===== config.mk =====
export PLATFORM = sky130hd
export DESIGN_NAME = i2c_bit_bang_master_core_flat
export DESIGN_NICKNAME = d
export VERILOG_FILES = /design/src/design/i2cbb_pkg.sv /design/src/design/i2cbb_if.sv /design/src/design/i2c_bit_bang_master_core.sv /design/src/design/i2cbb_step.sv /design/src/flat_wrapper.sv
export SDC_FILE = /design/constraint.sdc
export NUM_CORES = 1
export LEC_CHECK = 0
export ABC_CLOCK_PERIOD_IN_PS = 4380
export BUFFER_PORTS_ARGS = -buffer_cell sky130_fd_sc_hd__buf_2
export CELL_PAD_IN_SITES_DETAIL_PLACEMENT = 0
export CELL_PAD_IN_SITES_GLOBAL_PLACEMENT = 1
export CORE_MARGIN = 2
export CORE_UTILIZATION = 37
export CTS_BUF_LIST = sky130_fd_sc_hd__clkbuf_8 sky130_fd_sc_hd__clkbuf_16
export CTS_CLUSTER_DIAMETER = 30
export DETAILED_ROUTE_END_ITERATION = 6
export PLACE_DENSITY = 0.63
export RECOVER_POWER = 100
export SLEW_MARGIN = 10
export SYNTH_ARGS = -nofsm -noshare
export SYNTH_HDL_FRONTEND = slang
export SYNTH_SLANG_ARGS = --single-unit

===== constraint.sdc =====
create_clock -name clk -period 4.38 [get_ports clk]
set_clock_uncertainty 0.15 [all_clocks]
set_input_delay 0.219 -clock clk [delete_from_list [all_inputs] [get_ports clk]]
set_output_delay 0.219 -clock clk [all_outputs]
set_load 0.03 [all_outputs]

===== src/design/i2cbb_pkg.sv =====
`default_nettype none
package i2cbb_pkg;

  // Item kinds on the input channel
  typedef enum logic [2:0] {
    KIND_START = 3'd0,
    KIND_STOP  = 3'd1,
    KIND_SEND  = 3'd2,
    KIND_RECV  = 3'd3,
    KIND_SACK  = 3'd4,
    KIND_RACK  = 3'd5,
    KIND_TICK  = 3'd6
  } kind_t;

  localparam int unsigned STEP_W = 5;

  // Step counts per command
  localparam logic [STEP_W-1:0] LEN_START = 5'd4;
  localparam logic [STEP_W-1:0] LEN_STOP  = 5'd3;
  localparam logic [STEP_W-1:0] LEN_SEND  = 5'd24;
  localparam logic [STEP_W-1:0] LEN_RECV  = 5'd25;
  localparam logic [STEP_W-1:0] LEN_SACK  = 5'd3;
  localparam logic [STEP_W-1:0] LEN_RACK  = 5'd4;

  // Bit phase inside a send or receive bit slot
  typedef enum logic [1:0] {
    PH_DATA = 2'd0,
    PH_HIGH = 2'd1,
    PH_LOW  = 2'd2
  } phase_t;

  typedef struct packed {
    logic [2:0] kind;
    logic [7:0] tx_byte;
    logic       ack_out;
    logic       sda_in;
  } in_item_t;

  typedef struct packed {
    logic       scl_level;
    logic       sda_level;
    logic       busy_res;
    logic       done_res;
    logic [7:0] rx_byte;
    logic       ack_seen;
    logic       rejected;
  } out_item_t;

  typedef struct packed {
    kind_t             cmd;
    logic [STEP_W-1:0] step;
    phase_t            phase;
    logic [7:0]        shift;
    logic [7:0]        tx;
    logic              scl;
    logic              sda;
    logic              ack;
    logic              busy;
  } seq_state_t;

  function automatic logic [STEP_W-1:0] seq_len(kind_t k);
    logic [STEP_W-1:0] len;
    unique case (k)
      KIND_STOP: len = LEN_STOP;
      KIND_SEND: len = LEN_SEND;
      KIND_RECV: len = LEN_RECV;
      KIND_SACK: len = LEN_SACK;
      KIND_RACK: len = LEN_RACK;
      default:   len = LEN_START;
    endcase
    return len;
  endfunction

endpackage
`default_nettype wire


===== src/design/i2cbb_if.sv =====
`default_nettype none
interface i2cbb_in_if;
  logic       valid;
  logic       ready;
  logic [2:0] kind;
  logic [7:0] tx_byte;
  logic       ack_out;
  logic       sda_in;

  modport source (output valid, kind, tx_byte, ack_out, sda_in, input ready);
  modport sink   (input valid, kind, tx_byte, ack_out, sda_in, output ready);
endinterface

interface i2cbb_out_if;
  logic       valid;
  logic       ready;
  logic       scl_level;
  logic       sda_level;
  logic       busy_res;
  logic       done_res;
  logic [7:0] rx_byte;
  logic       ack_seen;
  logic       rejected;

  modport source (output valid, scl_level, sda_level, busy_res, done_res, rx_byte,
                  ack_seen, rejected, input ready);
  modport sink   (input valid, scl_level, sda_level, busy_res, done_res, rx_byte,
                  ack_seen, rejected, output ready);
endinterface
`default_nettype wire


===== src/design/i2c_bit_bang_master_core.sv =====
`default_nettype none
// Channel   Dir  Handshake           Payload
// in_ch     in   valid/ready         kind, tx_byte, ack_out, sda_in
// out_ch    out  valid/ready         scl_level, sda_level, busy_res, done_res,
//                                    rx_byte, ack_seen, rejected
//
// One item per cycle sustained while the output is not stalled; an item's result is
// registered (the step logic sits between the input and result registers).
// While a result waits downstream the input register can still take one item.
// Synchronous active-low reset: both pins released, sequencer idle.
// A stalled output holds the result and the state update waits with it.
module i2c_bit_bang_master_core (
  input wire logic  clk,
  input wire logic  rst_n,
  i2cbb_in_if.sink  in_ch,
  i2cbb_out_if.source out_ch
);
  import i2cbb_pkg::*;

  logic       in_valid_r;
  in_item_t   in_item_r;
  logic       out_valid_r;
  out_item_t  out_item_r;
  seq_state_t state_r;
  seq_state_t state_nxt;
  out_item_t  res_nxt;
  in_item_t   in_item;
  logic       move;

  assign in_item = '{kind: in_ch.kind, tx_byte: in_ch.tx_byte,
                     ack_out: in_ch.ack_out, sda_in: in_ch.sda_in};

  // Item leaves the input register when the result register is free
  assign move        = in_valid_r && (!out_valid_r || out_ch.ready);
  assign in_ch.ready = !in_valid_r || move;

  i2cbb_step u_step (
    .cur  (state_r),
    .item (in_item_r),
    .nxt  (state_nxt),
    .res  (res_nxt)
  );

  // Input register
  always_ff @(posedge clk) begin
    if (!rst_n) begin
      in_valid_r <= 1'b0;
    end else if (in_ch.ready) begin
      in_valid_r <= in_ch.valid;
    end
  end

  always_ff @(posedge clk) begin
    if (in_ch.ready && in_ch.valid) begin
      in_item_r <= in_item;
    end
  end

  // Sequencer state
  always_ff @(posedge clk) begin
    if (!rst_n) begin
      state_r <= '{cmd: KIND_START, step: '0, phase: PH_DATA, shift: '0, tx: '0,
                   scl: 1'b1, sda: 1'b1, ack: 1'b0, busy: 1'b0};
    end else if (move) begin
      state_r <= state_nxt;
    end
  end

  // Result register
  always_ff @(posedge clk) begin
    if (!rst_n) begin
      out_valid_r <= 1'b0;
    end else if (move) begin
      out_valid_r <= 1'b1;
    end else if (out_ch.ready) begin
      out_valid_r <= 1'b0;
    end
  end

  always_ff @(posedge clk) begin
    if (move) begin
      out_item_r <= res_nxt;
    end
  end

  assign out_ch.valid     = out_valid_r;
  assign out_ch.scl_level = out_item_r.scl_level;
  assign out_ch.sda_level = out_item_r.sda_level;
  assign out_ch.busy_res  = out_item_r.busy_res;
  assign out_ch.done_res  = out_item_r.done_res;
  assign out_ch.rx_byte   = out_item_r.rx_byte;
  assign out_ch.ack_seen  = out_item_r.ack_seen;
  assign out_ch.rejected  = out_item_r.rejected;

endmodule
`default_nettype wire


===== src/design/i2cbb_step.sv =====
`default_nettype none
module i2cbb_step (
  input  wire i2cbb_pkg::seq_state_t cur,
  input  wire i2cbb_pkg::in_item_t   item,
  output i2cbb_pkg::seq_state_t nxt,
  output i2cbb_pkg::out_item_t  res
);
  import i2cbb_pkg::*;

  logic              done;
  logic              rej;
  logic [STEP_W-1:0] step_inc;
  phase_t            phase_adv;

  // Next phase in the three-step bit slot
  always_comb begin
    unique case (cur.phase)
      PH_DATA: phase_adv = PH_HIGH;
      PH_HIGH: phase_adv = PH_LOW;
      default: phase_adv = PH_DATA;
    endcase
  end

  assign step_inc = cur.step + 5'd1;

  // One item against the sequencer state
  always_comb begin
    nxt  = cur;
    done = 1'b0;
    rej  = 1'b0;
    if (item.kind <= 3'(KIND_RACK)) begin
      if (cur.busy) begin
        rej = 1'b1;
      end else begin
        nxt.cmd   = kind_t'(item.kind);
        nxt.step  = '0;
        nxt.phase = PH_DATA;
        nxt.busy  = 1'b1;
        if (item.kind == 3'(KIND_SEND)) begin
          nxt.tx = item.tx_byte;
        end else if (item.kind == 3'(KIND_SACK)) begin
          nxt.tx = {item.ack_out, 7'd0};
        end
      end
    end else if (item.kind == 3'(KIND_TICK) && cur.busy) begin
      unique case (cur.cmd)
        KIND_START: begin
          unique case (cur.step[1:0])
            2'd0:    nxt.sda = 1'b1;
            2'd1:    nxt.scl = 1'b1;
            2'd2:    nxt.sda = 1'b0;
            default: nxt.scl = 1'b0;
          endcase
        end
        KIND_STOP: begin
          unique case (cur.step[1:0])
            2'd0:    nxt.sda = 1'b0;
            2'd1:    nxt.scl = 1'b1;
            default: nxt.sda = 1'b1;
          endcase
        end
        KIND_SEND: begin
          // data bit leaves from the top of the transmit shifter
          nxt.phase = phase_adv;
          unique case (cur.phase)
            PH_DATA: nxt.sda = cur.tx[7];
            PH_HIGH: nxt.scl = 1'b1;
            default: begin
              nxt.scl = 1'b0;
              nxt.tx  = {cur.tx[6:0], 1'b0};
            end
          endcase
        end
        KIND_RECV: begin
          if (cur.step == '0) begin
            nxt.sda   = 1'b1;
            nxt.shift = '0;
          end else begin
            nxt.phase = phase_adv;
            unique case (cur.phase)
              PH_DATA: nxt.scl   = 1'b1;
              PH_HIGH: nxt.shift = {cur.shift[6:0], item.sda_in};
              default: nxt.scl   = 1'b0;
            endcase
          end
        end
        KIND_SACK: begin
          unique case (cur.step[1:0])
            2'd0:    nxt.sda = cur.tx[7];
            2'd1:    nxt.scl = 1'b1;
            default: nxt.scl = 1'b0;
          endcase
        end
        default: begin
          // receive ack
          unique case (cur.step[1:0])
            2'd0:    nxt.sda = 1'b1;
            2'd1:    nxt.scl = 1'b1;
            2'd2:    nxt.ack = item.sda_in;
            default: nxt.scl = 1'b0;
          endcase
        end
      endcase
      nxt.step = step_inc;
      if (step_inc >= seq_len(cur.cmd)) begin
        done     = 1'b1;
        nxt.busy = 1'b0;
        nxt.step = '0;
      end
    end
  end

  // Result reflects the state after this item
  always_comb begin
    res.scl_level = nxt.scl;
    res.sda_level = nxt.sda;
    res.busy_res  = nxt.busy;
    res.done_res  = done;
    res.rx_byte   = nxt.shift;
    res.ack_seen  = nxt.ack;
    res.rejected  = rej;
  end

endmodule
`default_nettype wire


===== src/flat_wrapper.sv =====
// flat-port wrapper written by rule: the top's interface ports become plain ports
module i2c_bit_bang_master_core_flat import i2cbb_pkg::*;
  (clk, rst_n, in_ch_valid, in_ch_kind, in_ch_tx_byte, in_ch_ack_out, in_ch_sda_in, in_ch_ready, out_ch_valid, out_ch_scl_level, out_ch_sda_level, out_ch_busy_res, out_ch_done_res, out_ch_rx_byte, out_ch_ack_seen, out_ch_rejected, out_ch_ready);
  i2cbb_in_if in_ch_i ();
  i2cbb_out_if out_ch_i ();
  input wire logic clk;
  input wire logic rst_n;
  input wire logic [$bits(in_ch_i.valid)-1:0] in_ch_valid;
  input wire logic [$bits(in_ch_i.kind)-1:0] in_ch_kind;
  input wire logic [$bits(in_ch_i.tx_byte)-1:0] in_ch_tx_byte;
  input wire logic [$bits(in_ch_i.ack_out)-1:0] in_ch_ack_out;
  input wire logic [$bits(in_ch_i.sda_in)-1:0] in_ch_sda_in;
  output wire logic [$bits(in_ch_i.ready)-1:0] in_ch_ready;
  output wire logic [$bits(out_ch_i.valid)-1:0] out_ch_valid;
  output wire logic [$bits(out_ch_i.scl_level)-1:0] out_ch_scl_level;
  output wire logic [$bits(out_ch_i.sda_level)-1:0] out_ch_sda_level;
  output wire logic [$bits(out_ch_i.busy_res)-1:0] out_ch_busy_res;
  output wire logic [$bits(out_ch_i.done_res)-1:0] out_ch_done_res;
  output wire logic [$bits(out_ch_i.rx_byte)-1:0] out_ch_rx_byte;
  output wire logic [$bits(out_ch_i.ack_seen)-1:0] out_ch_ack_seen;
  output wire logic [$bits(out_ch_i.rejected)-1:0] out_ch_rejected;
  input wire logic [$bits(out_ch_i.ready)-1:0] out_ch_ready;
  assign in_ch_i.valid = in_ch_valid;
  assign in_ch_i.kind = in_ch_kind;
  assign in_ch_i.tx_byte = in_ch_tx_byte;
  assign in_ch_i.ack_out = in_ch_ack_out;
  assign in_ch_i.sda_in = in_ch_sda_in;
  assign in_ch_ready = in_ch_i.ready;
  assign out_ch_valid = out_ch_i.valid;
  assign out_ch_scl_level = out_ch_i.scl_level;
  assign out_ch_sda_level = out_ch_i.sda_level;
  assign out_ch_busy_res = out_ch_i.busy_res;
  assign out_ch_done_res = out_ch_i.done_res;
  assign out_ch_rx_byte = out_ch_i.rx_byte;
  assign out_ch_ack_seen = out_ch_i.ack_seen;
  assign out_ch_rejected = out_ch_i.rejected;
  assign out_ch_i.ready = out_ch_ready;
  i2c_bit_bang_master_core u_core (.clk(clk), .rst_n(rst_n), .in_ch(in_ch_i), .out_ch(out_ch_i));
endmodule

# After elaboration in Yosys (flattened, before gate mapping)

Cells that the tools add are included.

Input port bits: 17
Register bits: 59
Logic and storage cells: 107
Output and inout port bits: 16

Bitwise logic cells: 2
Equality and inequality tests: 14
$lt $le $gt $ge: 2
Reduce and logical (&&, ||, !) cells: 24
Multiplexer cells: 42
Add/subtract/negate cells: 1

Operator list:

| kind                                           | count |
|---|---|
| two-way mux 8 bit                              | 10 |
| two-way mux 27 bit                             | 1 |
| two-way mux 5 bit                              | 3 |
| one-hot mux 5 bit (3 select lines)             | 1 |
| two-way mux 1 bit                              | 14 |
| two-way mux 7 bit                              | 2 |
| one-hot mux 1 bit (2 select lines)             | 6 |
| one-hot mux 2 bit (5 select lines)             | 1 |
| == test 3 x 2 -> 1 bit (second input constant) | 3 |
| == test 3 bit (second input constant)          | 3 |
| one-hot mux 2 bit (2 select lines)             | 2 |
| OR reduction 2 bit                             | 4 |
| AND reduction 3 bit                            | 2 |
| AND reduction 6 bit                            | 1 |
| nonzero test 2 bit                             | 3 |
| adder 5 x 1 -> 5 bit (second input constant)   | 1 |
| >= comparator 5 bit                            | 1 |
| logical NOT 5 bit                              | 1 |
| AND reduction 5 bit                            | 1 |
| OR reduction 5 bit                             | 1 |
| == test 2 x 1 -> 1 bit (second input constant) | 2 |
| logical NOT 2 bit                              | 2 |
| == test 3 x 1 -> 1 bit (second input constant) | 1 |
| <= comparator 3 bit (second input constant)    | 1 |
| other kinds (13)                               | 18 |

# Longest topological paths before layout

Word-level depth: 9
Gate-level depth with buffers: 10
Mapped depth without buffers: 9

# Hierarchy

A second synthesis with hierarchy kept.

Cell total of the unflattened synthesis: 369
Area total of the unflattened synthesis: 3,478.3 µm²

Modules (own cells, without submodules):

| module                   | cells an instance | seq. area each (µm²) | area an instance (µm²) | instances |
|---|---|---|---|---|
| i2c_bit_bang_master_core | 168               | 1,451.4              | 2,125.8                | 1 |
| i2cbb_step               | 201               | 0.0                  | 1,352.5                | 1 |

# Worst setup path after synthesis

OpenSTA, ideal clock, no wires.

Path type: reg-to-reg
Start: reg u_core.state_r[22] (netlist bit)
End: reg u_core.out_item_r, in the netlist u_core.out_ch.scl_level, data pin
Data arrival time: 1.862 ns
Path buffers: 0
Cell stages (with the launch flop): 7
Required time: 3.964 ns
Path slack: 2.102 ns
Setup time: 0.266 ns
Period minus slack after synthesis: 2.278 ns
Path through: dfxtp_1 > inv_1 > ha_1 > or4b_4 > a211o_1 > a2111oi_2 > nor2_1

RTL lines:

| element                  | line                           | source |
|---|---|---|
| start: declaration       | i2c_bit_bang_master_core.sv:24 | `seq_state_t state_r;` |
| start signal: assignment | i2c_bit_bang_master_core.sv:62 | `state_r <= '{cmd: KIND_START, step: '0, phase: PH_DATA, shift: '0, tx: '0,` |
| start signal: assignment | i2c_bit_bang_master_core.sv:65 | `state_r <= state_nxt;` |
| end signal: assignment   | i2c_bit_bang_master_core.sv:82 | `out_item_r <= res_nxt;` |
| end: declaration         | i2c_bit_bang_master_core.sv:23 | `out_item_t out_item_r;` |

# Worst setup path in the final report

Start: reg u_core.in_item_r[11] (netlist bit)
End: reg u_core.state_r[19] (netlist bit)

Cells in the longest elaborated chain, start to end: 4
Elaborated cells on any way between the ends: 5
Classes of those cells: 1 x order compare; 1 x eq/ne; 2 x mux; 1 x reduce/logical

Ends and longest elaborated chain:

| element                  | line                           | source |
|---|---|---|
| start: declaration       | i2c_bit_bang_master_core.sv:21 | `in_item_t in_item_r;` |
| start signal: assignment | i2c_bit_bang_master_core.sv:55 | `in_item_r <= in_item;` |
| == test 3 bit            | i2cbb_step.sv:45               | `end else if (item.kind == 3'(KIND_TICK) && cur.busy) begin` |
| logical AND 1 bit        | i2cbb_step.sv:45               |  |
| two-way mux 27 bit       | i2cbb_step.sv:45               |  |
| two-way mux 8 bit (*)    | i2cbb_step.sv:31               | `if (item.kind <= 3'(KIND_RACK)) begin` |

Every way passes the cells marked *; elsewhere a longest branch is shown, timed or not. The select of a mux whose other input is x is not followed.
A chain may end at the register's enable or synchronous reset.

==> impl_metrics.py <==
metrics = {
    "synth": {
        "ys_dominant_reg_cell": "sky130_fd_sc_hd__dfxtp_1",
        "area_share_of_xor_xnor_cells_in_the_synthesized_design": 0.00918,
        "ys_warnings": 0,
        "synth_compound_gate_area_share": 0.187,
        "mappedNetlistNets": 288,
        "yosys.cell_types.count": 58,
        "netlist_instances": 262,
        "synth-seq-cells": 59,
        "post_synth_mux_area_share": 0.0463,
        "netlist_area_sq_mm": 0.00286,
        "synth-edff-count": 27,
        "post_synthesis_adder_cell_area_fraction": 0.0394,
        "asyncSetResetFlopFracSynth": 0,
        "synthSimpleGateAreaFrac": 0.181,
        "mean_syn_cell_area_sq_um": 10.9,
        "synth_top_family_by_area": "compound AO/OA/AOI/OAI gates",
        "yosysSeqAreaShare": 0.507,
    },
    "sta": {
        "rsz0062_at_grt": "no",
        "maxClockFrequency_mhz": 329,
        "final_setup_violation_count": 0,
        "final.min_clock_period_ns": 3.04,
        "post-route-worst-setup-slack_ns": 1.34,
        "final_max_slew_viol_count": 0,
        "final.setup.tns_ns": 0,
        "timing.final.hold_violations": 0,
        "tightest_slew_ns": 1.20,
        "period_share": 0.694,
        "slew_headroom": 0.191,
    },
    "floorplan": {
        "die_outline_area_sq_mm": 0.00845,
        "dieWidth_um": 91.9,
        "die_y_um": 91.9,
        "core_sq_mm": 0.00761,
        "starting_utilization_of_the_core_area": 0.376,
        "pin_count": 33,
        "std_cell_rows": 32,
    },
    "worst_setup_path": {
        "setup.worst_path.class": "flip-flop to flip-flop",
        "r2r_end": "u_core.state_r[19]",
        "r2r_cells": 5,
        "cp_data_arrival_time_ns": 3.17,
        "endpoint_kind": "flip-flop",
        "crit_required_ns": 4.51,
        "cells_along_the_critical_path": "and4b_1 -> nand2_1 -> nor4_1 -> a22oi_1 -> nor2b_1",
        "regToRegStartpoint": "u_core.in_item_r[11]",
        "r2r_slack_ns": 1.34,
        "timing.critical_path.from_type": "flip-flop",
        "crit_path_max_fanout": 15,
        "crit_path_max_incr_delay_ns": 1.03,
        "worst_path_max_delay_cell": "sky130_fd_sc_hd__nor4_1",
    },
    "min_path": {
        "hold_class": "input port to flip-flop",
        "min_delay_path_depth": 3,
        "min_from": "out_ch_ready",
        "end_point_of_the_worst_hold_path": "u_core.out_ch.valid",
    },
    "grt": {
        "grt_pass1_wl_um": 10200,
        "pin_count_of_the_biggest_net_entering_global_routing": 35,
        "number_of_global_route_vias_before_repair": 2077,
        "track_usage": 0.155,
        "grt-ovfl-total": 0,
        "grt_antenna_before_repair": 0,
    },
    "routing": {
        "drcViolationCount": 0,
        "met2_wirelength_um": 2960,
        "number_of_design_rule_violations_left_by_the_first_detailed_router_iteration": 113,
        "routed_via_density": 5.07,
        "highest-signal-layer": "met4",
        "wirelength_um": 6010,
        "detailroute.via_count": 2106,
        "drtPass1Iterations": 4,
        "antenna_violating_nets_post_route": 0,
        "met3RoutedLength_um": 190,
        "wl_per_cell_um": 14.5,
        "met1_length_um": 2790,
    },
    "final_layout": {
        "layoutNonFillerInstCount": 415,
        "multiInputGateArea_sq_mm": 0.00129,
        "leading_cell_types_in_the_layout_fill_and_taps_excluded": "sky130_fd_sc_hd__dfxtp_1, sky130_fd_sc_hd__nor2_1, sky130_fd_sc_hd__edfxtp_1",
        "sequential_cell_area_sq_mm": 0.00145,
        "most_frequent_standard_cell_in_the_layout_excluding_fill_and_tap_cells": "sky130_fd_sc_hd__dfxtp_1",
        "antenna-diode-count": 0,
        "n_fill_cell": 733,
        "layout_cells_sized_above_1": 0.121,
        "nNetsFinal": 335,
        "area_growth_synth_to_finish_pct": 17.3,
        "layout.core_utilization": 0.441,
        "final_design_area_no_fill_sq_mm": 0.00336,
    },
    "clocking": {
        "clk_transition_reported_paths_ns": 0.07,
        "clk_path_buf_depth": 2,
        "cts_setup_buffers": 0,
        "clk_root_buffer_cell": "sky130_fd_sc_hd__clkbuf_8",
        "cts_made_buffers": 9,
        "clock-sinks": 59,
        "ctsHtreeMaxLevel": 3,
        "clk_latency_ns": 0.33,
        "cts_tree": "built",
    },
    "power": {
        "power-per-cell-area_mw_per_mm2": 350,
        "power.leakage_nw": 1.25,
        "power.ir.vdd_worst_v": 0.000204,
    },
    "placed_design": {
        "globalplace.congestion": 0.759,
        "instance_area_after_placement_sq_mm": 0.00310,
        "io_buffer_count": 32,
        "post-dp-hpwl_um": 3880,
        "post-place-ws_ns": 1.61,
        "placedCellCount": 386,
    },
    "status": {
        "outcome": "complete, no violations",
    },
    "flow_run": {
        "maxCapViolations": 0,
    },
}
-- cell type report --
type	count	area share
clock buffers	9	0.0369
clock inverters	6	0.0171
inverters	5	0.00559
well taps	102	0.0380
repair buffers	48	0.0857
flip-flops and latches	59	0.432
multi-input cells	186	0.384
-- Yosys cell counts, drive strengths merged (2+ instances only) --
cell / n / area (sq um)
nand4b: 3 / 26.3
nand2b: 7 / 43.8
mux2i: 11 / 110
a21o: 2 / 15.0
clkbuf: 6 / 22.5
o32ai: 2 / 17.5
dfxtp: 32 / 641
o21a: 3 / 22.5
nor2b: 18 / 113
a21oi: 9 / 45.0
a32oi: 4 / 35.0
o221a: 3 / 33.8
a211oi: 4 / 30.0
inv: 5 / 18.8
o21ai: 6 / 30.0
nor3b: 2 / 20.0
edfxtp: 27 / 811
nand2: 17 / 63.8
and2b: 2 / 15.0
nor4: 2 / 33.8
nand3: 5 / 25.0
xnor2: 2 / 17.5
o211a: 6 / 60.1
a22oi: 15 / 113
mux2: 2 / 22.5
nor2: 27 / 104
a211o: 2 / 18.8
ha: 9 / 113
buf: 6 / 45.0
-- timing repair --
item / CTS / global route
resized for setup: 0 / 0
hold endpoints to repair: 14 / 0
hold buffers: 14 / 0
setup endpoints to repair: 0 / 0
-- metrics by stage --
stage	hold slack, ns	power, W
after floorplan	0.168	0.000683
after global placement	0.245	0.000709
after detailed placement	0.247	0.000709
after CTS	0.0531	0.00120
after global routing	0.104	0.00123
final	0.0764	0.00117
-- cells by family (layout without fill, tap and decap cells) --
group / after synthesis / after routing
compound gates: 69 / 69
buf+inv: 17 / 68
flops: 59 / 59
fa+ha+maj: 9 / 9
mux: 13 / 13
xor+xnor: 3 / 3
simple gates: 92 / 92
-- worst max-delay path: cells and delay by family (launching register included) --
kind               cells  cell delay [ns]
and+or+nand+nor        4             2.02
DFF                    1             0.57
AOI/OAI and AO/OA      1             0.23
-- state kept, by name, summed over array words and instances (netlist names) --
| signal | flops |
|---|---|
| u_core.out_ch.done_res | 1 |
| u_core.out_ch.sda_level | 1 |
| u_core.in_item_r | 13 |
| u_core.out_ch.valid | 1 |
| u_core.out_ch.busy_res | 1 |
| u_core.out_ch.ack_seen | 1 |
| u_core.out_ch.scl_level | 1 |
| u_core.out_ch.rx_byte | 8 |
| u_core.out_ch.rejected | 1 |
| u_core.in_valid_r | 1 |
| u_core.state_r | 30 |
-- worst max path at each step --
| stage | startpoint | cells after the start | end | slack (ns) |
|---|---|---|---|---|
| floorplan | u_core.state_r[22] | 6 | u_core.out_ch.scl_level | 2.10 |
| global placement | u_core.out_ch.valid | 6 | u_core.state_r[25] | 1.58 |
| detailed placement | u_core.out_ch.valid | 6 | u_core.state_r[24] | 1.61 |
| CTS | u_core.out_ch.valid | 6 | u_core.state_r[24] | 1.58 |
| global route | u_core.in_item_r[11] | 5 | u_core.state_r[14] | 0.94 |
| finish | u_core.in_item_r[11] | 5 | u_core.state_r[19] | 1.34 |
-- report_power, final --
part           switching [W]  internal [W]
Clock               0.000218      0.000255
Sequential         0.0000147      0.000596
Combinational      0.0000539     0.0000378
-- metal layers --
metal | up-vias | GRT usage
li1 | 1081 | -
met2 | 39 | 0.251
met4 | 0 | 0.0784
met1 | 979 | 0.197
met3 | 7 | 0.0296
met5 | - | 0
Note: power is estimated with default switching activity, not from simulation.
